**src/design/tftl_pkg.sv**
```systemverilog
`timescale 1ns / 1ps
// ----------------------------------------------------------------------------
// TCP flow table package
// Sizes, entry layout and the command/status bundles shared by the
// controller and the datapath.
// ----------------------------------------------------------------------------
package tftl_pkg;

    localparam int TABLE_ENTRIES = 512;
    localparam int COUNT_BITS    = 32;
    localparam int SLOT_BITS     = $clog2(TABLE_ENTRIES);
    localparam int PORT_SHIFT    = 16;

    // Port widths fixed by the interface
    localparam int ADDR_W       = 32;
    localparam int PORT_W       = 16;
    localparam int HASH_W       = 32;
    localparam int FLOW_SLOT_W  = 9;
    localparam int PKT_COUNT_W  = 32;

    typedef logic [SLOT_BITS-1:0]  slot_t;
    typedef logic [COUNT_BITS-1:0] count_t;

    typedef struct packed {
        logic [ADDR_W-1:0] src_addr;
        logic [ADDR_W-1:0] dst_addr;
        logic [PORT_W-1:0] src_port;
        logic [PORT_W-1:0] dst_port;
    } flow_key_t;

    typedef struct packed {
        logic      valid;
        flow_key_t key;
        count_t    count;
    } entry_t;

    // Controller to datapath
    typedef struct packed {
        logic clear_wr;     // write an empty entry at the current slot
        logic load_key;     // capture the incoming tuple, set home slot
        logic slot_step;    // advance slot with wraparound
        logic probe_step;   // count one more probe
        logic commit;       // write entry back, load result
        logic report_full;  // load a table-full result
    } tftl_cmd_t;

    // Datapath to controller
    typedef struct packed {
        logic hit;          // probed entry holds this flow
        logic empty;        // probed entry is free
        logic probe_last;   // every slot has been probed
        logic slot_last;    // slot pointer at the last entry
        logic out_free;     // result register can take a new result
    } tftl_status_t;

endpackage

```
**src/design/tftl_ctrl.sv**
```systemverilog
`timescale 1ns / 1ps
// ----------------------------------------------------------------------------
// TCP flow table controller
// Sequences the clearing sweep after reset and the probe loop for each
// packet: read, check, then update or report a full table.
// ----------------------------------------------------------------------------
module tftl_ctrl (
    input  logic                   clk,
    input  logic                   rst_n,
    input  logic                   in_valid,
    output logic                   in_ready,
    input  tftl_pkg::tftl_status_t status,
    output tftl_pkg::tftl_cmd_t    cmd
);

    typedef enum logic [2:0] {
        S_CLEAR,
        S_IDLE,
        S_READ,
        S_CHECK,
        S_UPDATE,
        S_FULL
    } state_t;

    state_t state_reg;
    state_t state_next;

    assign in_ready = (state_reg == S_IDLE);

    // Next state and commands
    always_comb
    begin
        state_next = state_reg;
        cmd        = '0;
        unique case (state_reg)
            S_CLEAR:
            begin
                cmd.clear_wr  = 1'b1;
                cmd.slot_step = 1'b1;
                if (status.slot_last)
                begin
                    state_next = S_IDLE;
                end
            end
            S_IDLE:
            begin
                if (in_valid)
                begin
                    cmd.load_key = 1'b1;
                    state_next   = S_READ;
                end
            end
            S_READ:
            begin
                state_next = S_CHECK;
            end
            S_CHECK:
            begin
                if (status.hit || status.empty)
                begin
                    state_next = S_UPDATE;
                end
                else if (status.probe_last)
                begin
                    state_next = S_FULL;
                end
                else
                begin
                    cmd.slot_step  = 1'b1;
                    cmd.probe_step = 1'b1;
                    state_next     = S_READ;
                end
            end
            S_UPDATE:
            begin
                if (status.out_free)
                begin
                    cmd.commit = 1'b1;
                    state_next = S_IDLE;
                end
            end
            S_FULL:
            begin
                if (status.out_free)
                begin
                    cmd.report_full = 1'b1;
                    state_next      = S_IDLE;
                end
            end
            default:
            begin
                state_next = S_IDLE;
            end
        endcase
    end

    // State register
    always_ff @(posedge clk or negedge rst_n)
    begin
        if (!rst_n)
        begin
            state_reg <= S_CLEAR;
        end
        else
        begin
            state_reg <= state_next;
        end
    end

endmodule

```
**config.mk**
```make
export PLATFORM = sky130hd
export DESIGN_NAME = tftl_ctrl
export DESIGN_NICKNAME = d
export VERILOG_FILES = /design/src/design/tftl_pkg.sv /design/src/design/tftl_ctrl.sv
export SDC_FILE = /design/constraint.sdc
export NUM_CORES = 1
export LEC_CHECK = 0
export BUFFER_PORTS_ARGS = -buffer_cell sky130_fd_sc_hd__buf_2
export CAP_MARGIN = 15
export CORE_AREA = 2 2 39 41
export CTS_BUF_LIST = sky130_fd_sc_hd__clkbuf_4 sky130_fd_sc_hd__clkbuf_8
export DETAILED_ROUTE_END_ITERATION = 16
export DIE_AREA = 0 0 41 43
export GPL_TIMING_DRIVEN = 0
export HOLD_SLACK_MARGIN = 0.08
export PLACE_DENSITY = 0.5
export SYNTH_ARGS = -nofsm -noshare
export SYNTH_HDL_FRONTEND = slang
export SYNTH_SLANG_ARGS = --single-unit
```
**constraint.sdc**
```tcl
create_clock -name clk -period 1.02 [get_ports clk]
set_input_delay 0.051 -clock clk [delete_from_list [all_inputs] [get_ports clk]]
set_output_delay 0.051 -clock clk [all_outputs]
set_load 0.02 [all_outputs]
```
==> results.toml <==
[run_status]
status = "finished with violations"
violations = "setup timing"

[sta]
rsz0062_at_grt = "yes"
finalCritPeriodShare_pct = 121.0
setup_viol = 10
tns_ns = -1.526
worst_slew_pin_slew_ns = 0.3722
fin_crit_ns = 1.234
maxSlewHeadroom_pct = 74.99
hold_viol = 0
worst_clock_skew_ns = 0.001342
hold-worst-slack_ns = 0.1331
fin_ws_ns = -0.2139
fmax_ghz = 0.8104
slew_violations = 0

[power]
p_total_uw = 1480
switching_share_pct = 40.45
p_per_area_mw_per_mm2 = 2906
p_int_uw = 881.3
p_comb_share_pct = 66.2
p_sw_uw = 598.7
pwr-share-seq_pct = 17.7
static-leakage-power_uw = 0.0002260
clock_power_share_pct = 16.0
irDropWorstVdd_mv = 1.066

[route]
vias = 294
ant_nets = 0
wl_per_cell_um = 11.52
first_pass_iters = 3
vias_per_cell = 4.388
routed_wl_um = 772
drt_iter0_drc = 1
post-route-drc-count = 0

[synthesis]
syn_nets = 35
syn_inst = 27
yosysWarnings = 0
ys_types = 18
yosysSeqAreaShare_pct = 32.43
synth_area_per_cell_um2 = 8.573
syn_area_um2 = 231.5
ys_ff_latch = 3

[worst_setup_path]
end_kind = "output pin"
path_max_fanout = 4
slowest_delay_ns = 0.43
critPathRequiredTime_ns = 0.97
critPathSlowestCell = "dfrtp_2"
worstPathCellList = "buf_4, nor3_4, buf_6"
start_kind = "flop"
worst-setup-path-type = "reg -> out"
arrival_ns = 1.18

[placement]
dp_cells = 57
io_buffers = 14
gp_congestion = 0.6500
hpwl_um = 482

[floorplan]
rows = 14
core_mm2 = 0.001384
ioPinCount = 15
die_w_um = 41
start_util_pct = 16.73
die-height_um = 43
die_area_mm2 = 0.001763

[finish]
antennaDiodeCount = 0
fin_nets = 60
final_util_pct = 36.80
stdcell_count = 67
area_delta_synth_final_pct = 120.0
largest_reg_flops = 3
drive_above_1_share_pct = 66.67
layout_common_cells = "buf_6 (8), buf_2 (8), clkbuf_4 (4)"

[clock_tree]
h-tree-depth = 1
clock_path_buffers = 2
clk_latency_ns = 0.23
cts.sinks = 3
cts.clk_slew.worst_paths_ns = 0.04
cts_tree = "built"
cts_root_buf = "clkbuf_4"
cts-buffers-inserted = 3

[global_route]
grt_max_degree = 11
grt_pass1_wl_um = 1131
antenna_found_initial = 0
grt_pass1_vias = 306
grt.total_usage_pct = 10.06
grt-ovfl-total = 0

[worst_hold_path]
hold_path.class = "in -> async"

[job]
drv_cap = 0
[path summary, 6_finish.rpt]
check	from	end	slack, ns	cells past startpoint
worst max register to register	state_reg[1]	state_reg[1]	-0.14	3
worst min-delay path	rst_n	state_reg[0]	0.13	2
worst max-delay path	state_reg[0]	cmd[1]	-0.21	3
min in group clk	status[4]	state_reg[1]	0.15	3
worst min register to register	state_reg[2]	state_reg[1]	0.62	1
max in group asynchronous	rst_n	state_reg[2]	0.77	2
[power by group through the flow]
stage               Sequential [uW]  Combinational [uW]  Clock, uW
global placement                291                 612          0
CTS                             263                 872        253
detailed placement              288                 618          0
global route                    272                1050        268
finish                          263                 980        237
floorplan                       263                 473          0
[worst max-delay path: cells and delay by family, from the launching register on]
family | cells | cell delay (ns)
simple gates | 1 | 0.20
flops | 1 | 0.43
buf+inv | 2 | 0.31
[cell usage after synthesis]
cell type / number / area, um2
nor2_1: 2 / 7.510
dfrtp_1: 3 / 75.07
nor3_1: 3 / 15.01
or4b_1: 1 / 10.01
nand2_1: 1 / 3.750
nand3b_1: 1 / 7.510
o32ai_1: 1 / 8.760
a31o_1: 1 / 8.760
nor4bb_1: 1 / 10.01
inv_2: 1 / 3.750
buf_2: 1 / 5.000
o32a_1: 1 / 10.01
and3_1: 2 / 12.51
nor3b_1: 1 / 7.510
nor2b_1: 2 / 12.51
a31oi_1: 1 / 6.260
a211o_1: 1 / 8.760
nand2b_1: 3 / 18.77
[area by class of cell]
class                           instances  area, um2
Fill cell                             147      874.6
Multi-Input combinational cell         22      205.2
Timing Repair Buffer                   20      161.4
Sequential cell                         3      77.57
Clock buffer                            4      30.03
Tap cell                               16      20.02
Buffer                                  1      11.26
Inverter                                1      3.754
[kinds of logic after synthesis]
| kind of cell | share of synthesized area, % |
|---|---|
| DFF | 32.43 |
| AOI/OAI and AO/OA | 18.38 |
| buffers and inverters | 3.780 |
| and+or+nand+nor | 45.41 |
[through the flow]
stage               worst slack [ns]  instance area (um2)
detailed placement           -0.1239                357.8
global route                 -0.2555                509.2
finish                       -0.2139                509.2
floorplan                   -0.05350                267.8
global placement             -0.1273                357.8
CTS                          -0.2131                473.0
[timing repair]
action,in CTS,in global routing
endpoints found under the setup margin,10,10
resized for setup,12,9
hold buffers,2,0
pin swaps,1,1
hold endpoints to repair,4,0
buffers inserted,4,0
[metal layers]
metal	track usage [%]	share of wire, %
met2	14.06	57
met4	10.00	1.8
met1	11.00	38
met3	3.141	3.2
met5	0	0
No activity file was read; power rests on OpenSTA's default activity.
